`src/rtl/core/sha1md_pkg.sv`:
```
// SHA-1 message digest: shared types and constants.
// Used by sha1md_core and sha1_message_digest_top; depends on nothing.
`default_nettype none

package sha1md_pkg;

    typedef logic [31:0] t_word;

    localparam int NumWords = 16;
    localparam int NumChain = 5;

    localparam logic [6:0] Phase1End = 7'd20;
    localparam logic [6:0] Phase2End = 7'd40;
    localparam logic [6:0] Phase3End = 7'd60;
    localparam logic [6:0] RoundDone = 7'd80;
    localparam logic [3:0] LenHiWord = 4'd14;

    localparam t_word K0 = 32'h5A827999;
    localparam t_word K1 = 32'h6ED9EBA1;
    localparam t_word K2 = 32'h8F1BBCDC;
    localparam t_word K3 = 32'hCA62C1D6;

    localparam t_word H0 = 32'h67452301;
    localparam t_word H1 = 32'hEFCDAB89;
    localparam t_word H2 = 32'h98BADCFE;
    localparam t_word H3 = 32'h10325476;
    localparam t_word H4 = 32'hC3D2E1F0;

    localparam logic [7:0] PadByte     = 8'h80;
    localparam logic [5:0] FillLast    = 6'd63;
    localparam logic [2:0] LastWordIdx = 3'd4;

    typedef struct packed {
        logic        start;
        logic        init_chain;
        logic        wr_byte;
        logic [7:0]  wr_data;
        logic [5:0]  fill;
        logic        zero_tail;
        logic        zero_low;
        logic        wr_len;
        logic [63:0] len_bits;
    } t_core_ctl;

    typedef struct packed {
        logic busy;
        logic done;
    } t_core_sts;

endpackage

`default_nettype wire

```
`src/rtl/core/sha1md_core.sv`:
```
// SHA-1 compression core: block buffer, message schedule, shared round unit, chaining value.
// Depends on sha1md_pkg.
`default_nettype none

module sha1md_core (
    input  wire logic                  i_clk,
    input  wire logic                  i_rst_n,
    input  wire sha1md_pkg::t_core_ctl i_ctl,
    input  wire logic [2:0]            i_rd_idx,
    output sha1md_pkg::t_word          o_rd_word,
    output sha1md_pkg::t_core_sts      o_sts
);

    sha1md_pkg::t_word r_w [sha1md_pkg::NumWords];
    sha1md_pkg::t_word r_h [sha1md_pkg::NumChain];
    sha1md_pkg::t_word r_a, r_b, r_c, r_d, r_e;
    logic [6:0]        r_round;
    logic              r_run;

    sha1md_pkg::t_word w_mix, n_w15, n_a, w_f, w_k;
    logic              w_step, w_done;
    logic [3:0]        w_idx;

    assign w_done = r_run && (r_round == sha1md_pkg::RoundDone);
    assign w_step = r_run && !w_done;
    assign w_idx  = i_ctl.fill[5:2];
    assign o_sts  = '{busy: r_run, done: w_done};

    always_comb begin
        w_mix = r_w[13] ^ r_w[8] ^ r_w[2] ^ r_w[0];
        n_w15 = {w_mix[30:0], w_mix[31]};
        if (r_round < sha1md_pkg::Phase1End) begin
            w_f = (r_b & r_c) | (~r_b & r_d);
            w_k = sha1md_pkg::K0;
        end else if (r_round < sha1md_pkg::Phase2End) begin
            w_f = r_b ^ r_c ^ r_d;
            w_k = sha1md_pkg::K1;
        end else if (r_round < sha1md_pkg::Phase3End) begin
            w_f = (r_b & r_c) | (r_b & r_d) | (r_c & r_d);
            w_k = sha1md_pkg::K2;
        end else begin
            w_f = r_b ^ r_c ^ r_d;
            w_k = sha1md_pkg::K3;
        end
        n_a = {r_a[26:0], r_a[31:27]} + w_f + r_e + w_k + r_w[0];
    end

    always_comb begin
        case (i_rd_idx)
            3'd0:    o_rd_word = r_h[0];
            3'd1:    o_rd_word = r_h[1];
            3'd2:    o_rd_word = r_h[2];
            3'd3:    o_rd_word = r_h[3];
            3'd4:    o_rd_word = r_h[4];
            default: o_rd_word = '0;
        endcase
    end

    // Block buffer doubles as the schedule window: shift one word per round.
    always_ff @(posedge i_clk) begin
        if (w_step) begin
            for (int i = 0; i < sha1md_pkg::NumWords - 1; i++) begin
                r_w[i] <= r_w[i + 1];
            end
            r_w[sha1md_pkg::NumWords - 1] <= n_w15;
        end else begin
            for (int i = 0; i < sha1md_pkg::NumWords; i++) begin
                if ((i_ctl.zero_tail && (4'(i) > w_idx)) ||
                    (i_ctl.zero_low && (4'(i) < sha1md_pkg::LenHiWord))) begin
                    r_w[i] <= '0;
                end
            end
            if (i_ctl.wr_byte) begin
                case (i_ctl.fill[1:0])
                    2'd0:    r_w[w_idx] <= {i_ctl.wr_data, 24'h0};
                    2'd1:    r_w[w_idx] <= r_w[w_idx] | {8'h0, i_ctl.wr_data, 16'h0};
                    2'd2:    r_w[w_idx] <= r_w[w_idx] | {16'h0, i_ctl.wr_data, 8'h0};
                    default: r_w[w_idx] <= r_w[w_idx] | {24'h0, i_ctl.wr_data};
                endcase
            end
            if (i_ctl.wr_len) begin
                r_w[14] <= i_ctl.len_bits[63:32];
                r_w[15] <= i_ctl.len_bits[31:0];
            end
        end
    end

    always_ff @(posedge i_clk) begin
        if (i_ctl.start) begin
            r_a <= r_h[0];
            r_b <= r_h[1];
            r_c <= r_h[2];
            r_d <= r_h[3];
            r_e <= r_h[4];
        end else if (w_step) begin
            r_a <= n_a;
            r_b <= r_a;
            r_c <= {r_b[1:0], r_b[31:2]};
            r_d <= r_c;
            r_e <= r_d;
        end
    end

    always_ff @(posedge i_clk) begin
        if (!i_rst_n) begin
            r_run   <= 1'b0;
            r_round <= '0;
            r_h[0]  <= sha1md_pkg::H0;
            r_h[1]  <= sha1md_pkg::H1;
            r_h[2]  <= sha1md_pkg::H2;
            r_h[3]  <= sha1md_pkg::H3;
            r_h[4]  <= sha1md_pkg::H4;
        end else begin
            if (i_ctl.start) begin
                r_run   <= 1'b1;
                r_round <= '0;
            end else if (w_step) begin
                r_round <= r_round + 7'd1;
            end else if (w_done) begin
                r_run  <= 1'b0;
                r_h[0] <= r_h[0] + r_a;
                r_h[1] <= r_h[1] + r_b;
                r_h[2] <= r_h[2] + r_c;
                r_h[3] <= r_h[3] + r_d;
                r_h[4] <= r_h[4] + r_e;
            end
            if (i_ctl.init_chain) begin
                r_h[0] <= sha1md_pkg::H0;
                r_h[1] <= sha1md_pkg::H1;
                r_h[2] <= sha1md_pkg::H2;
                r_h[3] <= sha1md_pkg::H3;
                r_h[4] <= sha1md_pkg::H4;
            end
        end
    end

endmodule

`default_nettype wire

```
`src/rtl/core/sha1_message_digest_top.sv`:
```
// SHA-1 message digest top level: stream ports, padding sequencer, digest output register.
// Depends on sha1md_pkg and sha1md_core.
//
//  channel   direction  tdata               tuser            tlast
//  s_axis    in         data_byte [7:0]     no_byte [0]      end_of_message
//  m_axis    out        digest_word [31:0]  word_index [2:0] last_word
//
// A byte that does not fill a block and does not end the message leaves tready high.
// A byte that completes a 64-byte block holds tready low while the block is compressed:
// 80 rounds through the single round unit and one chaining add.
// End of message adds a padding step, a length step, one or two compressions
// and five digest transactions; a stalled m_axis holds the sequencer.
// Reset (synchronous, active low) restores the initial chaining value and empties the block.
`default_nettype none

module sha1_message_digest_top (
    input  wire logic        i_clk,
    input  wire logic        i_rst_n,
    input  wire logic        s_axis_tvalid,
    output logic             s_axis_tready,
    input  wire logic [7:0]  s_axis_tdata,  // [7:0] data_byte
    input  wire logic [0:0]  s_axis_tuser,  // [0] no_byte
    input  wire logic        s_axis_tlast,
    output logic             m_axis_tvalid,
    input  wire logic        m_axis_tready,
    output logic [31:0]      m_axis_tdata,  // [31:0] digest_word
    output logic [2:0]       m_axis_tuser,  // [2:0] word_index
    output logic             m_axis_tlast
);

    typedef enum logic [4:0] {
        S_IDLE = 5'b00001,
        S_COMP = 5'b00010,
        S_PAD  = 5'b00100,
        S_LEN  = 5'b01000,
        S_OUT  = 5'b10000
    } t_state;

    t_state             r_state, n_state, r_ret, n_ret;
    logic               r_extra, n_extra;
    logic [5:0]         r_fill, n_fill;
    logic [60:0]        r_msg, n_msg;
    logic [2:0]         r_oidx, n_oidx;
    logic               r_ovalid, n_ovalid;
    sha1md_pkg::t_word  r_odata;
    logic [2:0]         r_oword;
    logic               r_olast;

    sha1md_pkg::t_core_ctl w_ctl;
    sha1md_pkg::t_core_sts w_sts;
    sha1md_pkg::t_word     w_rd_word;
    logic                  w_in_acc, w_out_load;

    sha1md_core u_core (
        .i_clk     (i_clk),
        .i_rst_n   (i_rst_n),
        .i_ctl     (w_ctl),
        .i_rd_idx  (r_oidx),
        .o_rd_word (w_rd_word),
        .o_sts     (w_sts)
    );

    assign s_axis_tready = (r_state == S_IDLE);
    assign w_in_acc      = s_axis_tvalid && s_axis_tready;
    assign m_axis_tvalid = r_ovalid;
    assign m_axis_tdata  = r_odata;
    assign m_axis_tuser  = r_oword;
    assign m_axis_tlast  = r_olast;

    always_comb begin
        n_state    = r_state;
        n_ret      = r_ret;
        n_extra    = r_extra;
        n_fill     = r_fill;
        n_msg      = r_msg;
        n_oidx     = r_oidx;
        w_out_load = 1'b0;
        w_ctl      = '0;
        w_ctl.fill = r_fill;
        case (r_state)
            S_IDLE: begin
                if (w_in_acc) begin
                    if (!s_axis_tuser[0]) begin
                        w_ctl.wr_byte = 1'b1;
                        w_ctl.wr_data = s_axis_tdata;
                        n_fill        = r_fill + 6'd1;
                        n_msg         = r_msg + 61'd1;
                    end
                    if (!s_axis_tuser[0] && (r_fill == sha1md_pkg::FillLast)) begin
                        w_ctl.start = 1'b1;
                        n_ret       = s_axis_tlast ? S_PAD : S_IDLE;
                        n_state     = S_COMP;
                    end else if (s_axis_tlast) begin
                        n_state = S_PAD;
                    end
                end
            end
            S_PAD: begin
                w_ctl.wr_byte   = 1'b1;
                w_ctl.wr_data   = sha1md_pkg::PadByte;
                w_ctl.zero_tail = 1'b1;
                n_fill          = r_fill + 6'd1;
                // no room left for the length: compress an extra block first
                if (r_fill[5:3] == 3'b111) begin
                    w_ctl.start = 1'b1;
                    n_ret       = S_LEN;
                    n_extra     = 1'b1;
                    n_state     = S_COMP;
                end else begin
                    n_extra = 1'b0;
                    n_state = S_LEN;
                end
            end
            S_LEN: begin
                w_ctl.zero_low = r_extra;
                w_ctl.wr_len   = 1'b1;
                w_ctl.len_bits = {r_msg, 3'b000};
                w_ctl.start    = 1'b1;
                n_ret          = S_OUT;
                n_state        = S_COMP;
            end
            S_COMP: begin
                if (w_sts.done) begin
                    n_state = r_ret;
                    n_oidx  = '0;
                end
            end
            S_OUT: begin
                if (!r_ovalid || m_axis_tready) begin
                    w_out_load = 1'b1;
                    if (r_oidx == sha1md_pkg::LastWordIdx) begin
                        w_ctl.init_chain = 1'b1;
                        n_fill           = '0;
                        n_msg            = '0;
                        n_state          = S_IDLE;
                    end else begin
                        n_oidx = r_oidx + 3'd1;
                    end
                end
            end
            default: begin
                n_state = S_IDLE;
            end
        endcase
        if (w_out_load) begin
            n_ovalid = 1'b1;
        end else if (m_axis_tready) begin
            n_ovalid = 1'b0;
        end else begin
            n_ovalid = r_ovalid;
        end
    end

    always_ff @(posedge i_clk) begin
        if (!i_rst_n) begin
            r_state  <= S_IDLE;
            r_ret    <= S_IDLE;
            r_extra  <= 1'b0;
            r_fill   <= '0;
            r_msg    <= '0;
            r_oidx   <= '0;
            r_ovalid <= 1'b0;
        end else begin
            r_state  <= n_state;
            r_ret    <= n_ret;
            r_extra  <= n_extra;
            r_fill   <= n_fill;
            r_msg    <= n_msg;
            r_oidx   <= n_oidx;
            r_ovalid <= n_ovalid;
        end
    end

    always_ff @(posedge i_clk) begin
        if (w_out_load) begin
            r_odata <= w_rd_word;
            r_oword <= r_oidx;
            r_olast <= (r_oidx == sha1md_pkg::LastWordIdx);
        end
    end

    a_ready_not_busy: assert property (@(posedge i_clk) disable iff (!i_rst_n)
        s_axis_tready |-> !w_sts.busy)
        else $error("input ready while the round unit is busy");

    a_done_in_comp: assert property (@(posedge i_clk) disable iff (!i_rst_n)
        w_sts.done |-> (r_state == S_COMP))
        else $error("compression finished outside the compress state");

    a_last_closes: assert property (@(posedge i_clk) disable iff (!i_rst_n)
        (w_out_load && (r_oidx == sha1md_pkg::LastWordIdx)) |=>
            ((r_state == S_IDLE) && (r_fill == 6'd0) && (r_msg == 61'd0)))
        else $error("message state not cleared after the final digest word");

endmodule

`default_nettype wire
```
`config.mk`:
```
export PLATFORM = sky130hd
export DESIGN_NAME = sha1_message_digest_top
export DESIGN_NICKNAME = d
export VERILOG_FILES = /design/src/rtl/core/sha1md_pkg.sv /design/src/rtl/core/sha1md_core.sv /design/src/rtl/core/sha1_message_digest_top.sv
export SDC_FILE = /design/constraint.sdc
export NUM_CORES = 2
export LEC_CHECK = 0
export BUFFER_PORTS_ARGS = -buffer_cell sky130_fd_sc_hd__buf_2
export CAP_MARGIN = 20
export CORE_UTILIZATION = 55
export DETAILED_ROUTE_END_ITERATION = 16
export GPL_TIMING_DRIVEN = 0
export PLACE_DENSITY = 0.68
export SLEW_MARGIN = 25
export SYNTH_ARGS = -nofsm -noshare
export SYNTH_HDL_FRONTEND = slang
export SYNTH_SLANG_ARGS = --single-unit
```
`constraint.sdc`:
```
create_clock -name i_clk -period 12.47 [get_ports i_clk]
set_input_delay 0.6235 -clock i_clk [delete_from_list [all_inputs] [get_ports i_clk]]
set_output_delay 0.6235 -clock i_clk [all_outputs]
set_load 0.05 [all_outputs]
```
* Yosys cells after proc, flatten, opt, wreduce, memory -nomap -nowiden
Memories as Yosys holds them, arrays and structs flattened. A register that Yosys moved wholly into a read port is not among the register bits.
Index checks and enable logic that the tools add are counted.
** Word-level totals
- Register bits :: 286
- RAM bits :: 672
- Input bits :: 14
- Output and inout port bits :: 38
- Memories kept :: 2
** Cells by class
- Add/sub/neg operators :: 13
- Magnitude comparators :: 19
- Equality and inequality tests :: 24
- Muxes and demuxes :: 177
- Bitwise operators :: 48
- Reductions and logical operators :: 56
** Memories
- u_core.r_w :: depth 16, bits a word 32, rd ports 17, clocked after memory_dff 1, write ports 16, line sha1md_core.sv:14 : sha1md_pkg::t_word r_w [sha1md_pkg::NumWords];
- u_core.r_h :: depth 5, bits a word 32, rd ports 5, clocked after memory_dff 0, write ports 5, line sha1md_core.sv:15 : sha1md_pkg::t_word r_h [sha1md_pkg::NumChain];
** Operators by type and width (number)
- two-way mux 32 bit :: 47
- adder 32 bit :: 9
- two-way mux 61 bit :: 4
- one-hot mux 32 bit (5 select lines) :: 1
- XOR 32 bit :: 5
- bitwise AND 32 bit :: 4
- one-hot mux 61 bit (2 select lines) :: 1
- bitwise OR 32 bit :: 3
- two-way mux 1 bit :: 93
- two-way mux 66 bit :: 1
- adder 61 x 1 -> 61 bit (second input constant) :: 1
- two-way mux 5 bit :: 9
- greater-than comparator 4 bit (first input constant) :: 8
- inverter 32 bit :: 1
- bitwise OR 32 x 16 -> 32 bit :: 1
- bitwise OR 32 x 24 -> 32 bit :: 1
- bitwise OR 32 x 8 -> 32 bit :: 1
- OR reduction 32 bit :: 1
- two-way mux 31 bit :: 1
- bitwise OR 1 bit :: 31
- one-hot mux 5 bit (5 select lines) :: 1
- two-way mux 6 bit :: 4
- logical AND 1 bit :: 20
- two-way mux 9 bit :: 2
- 42 further kinds :: 87

* Logic depth before layout (Yosys ltp)
- Word-level depth :: 12
- Depth in mapped cells :: 24
- Gate-level depth less buffers :: 23

* Hierarchy
From an unflattened synthesis, not the netlist that was laid out.
** Unflattened totals
- Cells, all modules :: 5659
- Area, all modules :: 58504.9 sq um
** By module, submodules not included
- sha1md_core :: times used 1, cells an instance 5020, area an instance 52730.6 sq um, seq. area each 23542.6 sq um
- sha1_message_digest_top :: times used 1, cells an instance 639, area an instance 5774.3 sq um, seq. area each 2702.6 sq um

* Worst setup path after synthesis
OpenSTA, ideal clock, no wires.
- Path type :: register to register
- Start point :: reg u_core.r_round[4]
- End point :: reg u_core.r_a[30], data pin
- Arrival time :: 5375 ps
- Required time :: 12203 ps
- Path slack :: 6828 ps
- Stages on the path, launching flop included :: 23
- Clock period less this slack :: 5642 ps
- Path through :: dfxtp_1 -> and3_1 -> nor3_1 -> clkinv_1 -> nand2_1 -> clkbuf_1 -> nor2_1 -> nor2_1 -> fa_1 -> fa_1 -> inv_1 -> fa_1 -> inv_1 -> ha_1 -> or3_1 -> or3_1 -> o22ai_1 -> o31ai_1 -> a41oi_2 -> o311ai_2 -> a31oi_1 -> xor2_1 -> o21ai_0
** Between the ends
- Word-level cells in the longest chain between the ends :: 10
** Ends and longest elaborated chain
- start: declaration :: line sha1md_core.sv:17 : logic [6:0] r_round;
- start signal: assignment :: line sha1md_core.sv:118 : r_round <= r_round + 7'd1;
- < comparator 7 x 6 -> 1 bit :: line sha1md_core.sv:38 : end else if (r_round < sha1md_pkg::Phase3End) begin
- two-way mux 32 bit :: line sha1md_core.sv:38
- two-way mux 32 bit :: line sha1md_core.sv:35 : end else if (r_round < sha1md_pkg::Phase2End) begin
- two-way mux 32 bit :: line sha1md_core.sv:32 : if (r_round < sha1md_pkg::Phase1End) begin
- adder 32 bit (2 in a row) :: line sha1md_core.sv:45 : n_a = {r_a[26:0], r_a[31:27]} + w_f + r_e + w_k + r_w[0];
- adder 32 bit * (2 in a row) :: line sha1md_core.sv:45
- two-way mux 32 bit * :: line sha1md_core.sv:95 : end else if (w_step) begin
- two-way mux 32 bit * :: line sha1md_core.sv:89 : if (i_ctl.start) begin
- end signal: assignment :: line sha1md_core.sv:90 : r_a <= r_h[0];
- end signal: assignment :: line sha1md_core.sv:96 : r_a <= n_a;
- end: declaration :: line sha1md_core.sv:16 : sha1md_pkg::t_word r_a, r_b, r_c, r_d, r_e;
Mark *: on every way between the ends. The rest lies on a longest branch, timed or not. The select of a mux whose other input is x is not followed.
A chain may end at the register's enable or synchronous reset.

* Worst setup path after layout
- Start point :: reg u_core.r_round[5]
- End point :: reg u_core.r_a[27], data pin
Same word-level chain as after synthesis.

==> flow_summary_export.csv <==
group,metric,value,unit
status,outcome,"completed",
synthesis,syn_area,57900,um2
power,intPower,0.00618,W
job,drv_cap,0,
power,switching_share,31.2,%
synthesis,muxShareOfSynthArea,6.56,%
synthesis,yosysMostFrequentCell,"nand2_1",
cells_and_area,n_fill_cell,8898,
synthesis,yosys.area_share.simple,14.8,%
critical_path,end_kind,"flip-flop",
global_route,overflow,0,
clock_network,post_cts_resized,0,
synthesis,yosys-top-cells-area,"edfxtp_1 (37%), dfxtp_1 (8.8%), nand2_1 (6.5%), mux4_2 (6.2%), o21ai_0 (5.8%)",
clock_network,cts_tree,"done",
timing,tns,0,ns
timing,worst_slew_pin_slew,1.22,ns
timing,slew_viol_final,0,
placement,port_buffers,51,
clock_network,clk_latency,0.76,ns
synthesis,synth_area_leader_cell,"edfxtp_1",
routing,routed_wl,244000,um
cells_and_area,fin_nets,6336,
critical_path,crit_fanout,10,
synthesis,syn_nets,6130,
clock_network,cts_setup_buffers,0,
cells_and_area,syn2layout_area_growth,10.8,%
synthesis,ys_seq_area_share,45.5,%
synthesis,synth.distinct_cells,93,
power,power_frac_seq,44.4,%
critical_path,crit_type,"reg -> reg",
global_route,antenna_found_initial,6,
routing,viasPerCell,6.82,
die,num_rows,118,
clock_network,clkSinkCount,961,
timing,clock_skew,0.0604,ns
placement,place_congestion,1.05,
timing,finalSetupViolCount,0,
routing,first_pass_iters,9,
clock_network,cts_buffers,105,
synthesis,yosys.area.top_type_share,36.7,%
synthesis,synth_ff_type,"edfxtp_1",
die,ios,52,
timing,finalCriticalPeriod,8.99,ns
clock_network,cts-hold-fix-buffers,0,
timing,hold_violations,0,
power,power.switching,0.00280,W
synthesis,async_reset_ff_share,0,%
routing,drtIter0Drc,7882,
global_route,grt_max_degree,46,
global_route,grt_use_met3,11.7,%
clock_network,h-tree-depth,3,
synthesis,synth_top_family_by_area,"compound AO/OA/AOI/OAI gates",
routing,wl_per_cell,32.8,um
timing,max_freq,0.111,GHz
critical_path,startpoint_type,"flip-flop",
global_route,grtUsageMet1,53.7,%
global_route,grt_pass1_vias,48700,
routing,ant_nets,0,
timing,fin_crit_sh,72.1,%
power,power_leakage,24.1,nW
synthesis,synthCells,5760,
timing,relSlewSlack,19.0,%
die,die_x,326,um
die,dieArea,107000,um2
timing,worst_hold_slack,0.253,ns
synthesis,synth_compound_area_share,15.3,%
die,initial_core_util,55.7,%
timing,rsz0062_at_grt,"false",
power,power_density,140,nW/um2
cells_and_area,drive_gt1_share,9.35,%
power,clkPwrFrac,35.8,%
placement,hpwl,183000,um
synthesis,synth_common_cells,"nand2_1 (1005), edfxtp_1 (708), o21ai_0 (666)",
hold_path,min_path_type,"in -> reg",
clock_network,clock_path_buffers,3,
synthesis,ys_ff_latch,961,
clock_network,cts_root_buffer,"clkbuf_16",
synthesis,yosysWarnings,0,
power,vdd_drop_max,129,uV
clock_network,clk_pin_slew,0.07,ns
synthesis,synth_fa_ha_area_share,9.31,%
die,die_h,326,um
power,power_frac_comb,19.9,%
critical_path,crit_arrival,9.43,ns
global_route,grt_pass1_wl,344000,um
routing,vias,50700,
routing,drc_errors,0,
global_route,use_met2,69.9,%
global_route,track_usage,45.4,%
global_route,grt.busiest_layer,"met2",
synthesis,syn_avg_cell_area,10.0,um2
synthesis,synth_xor_area_share,4.66,%
synthesis,synth_edf_count,708,
die,core-area,104000,um2
critical_path,required,12.91,ns
[worst paths after layout]
check        cells after the start  slack, ns             end              start
max                             24       3.48  u_core.r_a[27]  u_core.r_round[5]
min reg2reg                      2       0.48        r_ret[0]           r_ret[0]
min                              3       0.25        r_ret[2]       s_axis_tlast
max reg2reg                     24       3.48  u_core.r_a[27]  u_core.r_round[5]
[metal layers]
layer	wire, um	part of all wire [%]	vias to the layer above
li1	-	-	21400
met1	82100	34	24600
met2	108000	44	3730
met3	29100	12	955
met4	24300	10	8
met5	107	0.044	-
[worst max-delay path, stage by stage, from the launching register on]
cell      delay (ns)
dfxtp_1         0.44
o21ai_0         0.21
nor3_1          0.61
clkinv_1        0.75
nand2_1         0.77
clkbuf_1        0.62
nor2_1          0.09
nor2_1          0.26
fa_1            0.49
inv_1           0.09
fa_1            0.42
fa_1            0.43
inv_1           0.06
ha_1            0.24
inv_1           0.09
fa_1            0.46
nor2b_1         0.20
o31ai_1         0.13
a221oi_1        0.77
a21oi_1         0.33
nor3_1          0.46
a311oi_1        0.25
o21ai_0         0.25
xnor2_1         0.16
o21ai_0         0.10
[power by group through the flow]
stage | Clock [W] | Sequential [W] | Combinational [W]
finish | 0.00321 | 0.00399 | 0.00178
global route | 0.00330 | 0.00400 | 0.00189
CTS | 0.00319 | 0.00397 | 0.00173
detailed placement | 0 | 0.00404 | 0.00172
global placement | 0 | 0.00408 | 0.00161
floorplan | 0 | 0.00397 | 0.00109
[logic make-up (layout without fill, tap and decap cells)]
group	Yosys count	after routing
AND/OR/NAND/NOR	1928	1928
flip-flops	961	961
AO/OA/AOI/OAI	1472	1472
XOR/XNOR	308	308
other	0	4
buffers and inverters	556	851
multiplexers	179	179
adder cells (fa/ha/maj)	356	356
[sequential cells by signal, indices dropped and copies added (netlist names), 4 cells and up, named ones only]
name and cells:
r_state 5, u_core.r_h 160, u_core.r_e 32, u_core.r_d 32, u_core.r_b 32, u_core.r_round 7
r_ret 4, m_axis_tdata 32, r_msg 61, u_core.r_c 32, u_core.r_w 512, u_core.r_a 32
r_fill 6
[placed cells by master, fill, tap and decap left out, drive strengths merged, types with 60 or more instances in the layout]
cell / instances
nor2: 273
a21o: 86
fa: 124
inv: 202
and3: 65
mux4: 160
xnor2: 183
edfxtp: 708
a22oi: 60
nand2: 1006
clkbuf: 401
o211ai: 64
buf: 192
a21oi: 298
dfxtp: 253
nor2b: 65
o21ai: 675
nand3: 329
ha: 232
xor2: 125
[layout make-up]
type                    instances  area, um2  share of cell area [%]
flip-flops and latches        961      26300                    41.0
plain buffers                 356       1480                    2.31
multi-input cells            4243      29500                    46.0
diodes                          4       10.0                  0.0156
clock buffers                 138       2910                    4.53
clock inverters                58        542                   0.845
inverters                     200        751                    1.17
repair buffers                 99        898                    1.40
well taps                    1380       1730                    2.69
[metrics by stage]
step	instance area, um2	util (%)	setup WS [ns]	total power, W	instances
2_1_floorplan	57900	-	6.83	0.00506	5760
3_3_place_gp	59800	57.6	2.53	0.00569	7191
3_5_place_dp	60700	58.4	3.83	0.00576	7238
4_1_cts	64100	61.7	3.76	0.00889	7434
5_1_grt	64100	61.7	3.41	0.00919	7435
6_report	64100	61.7	3.48	0.00898	7439
(Power assumes the default switching activity.)
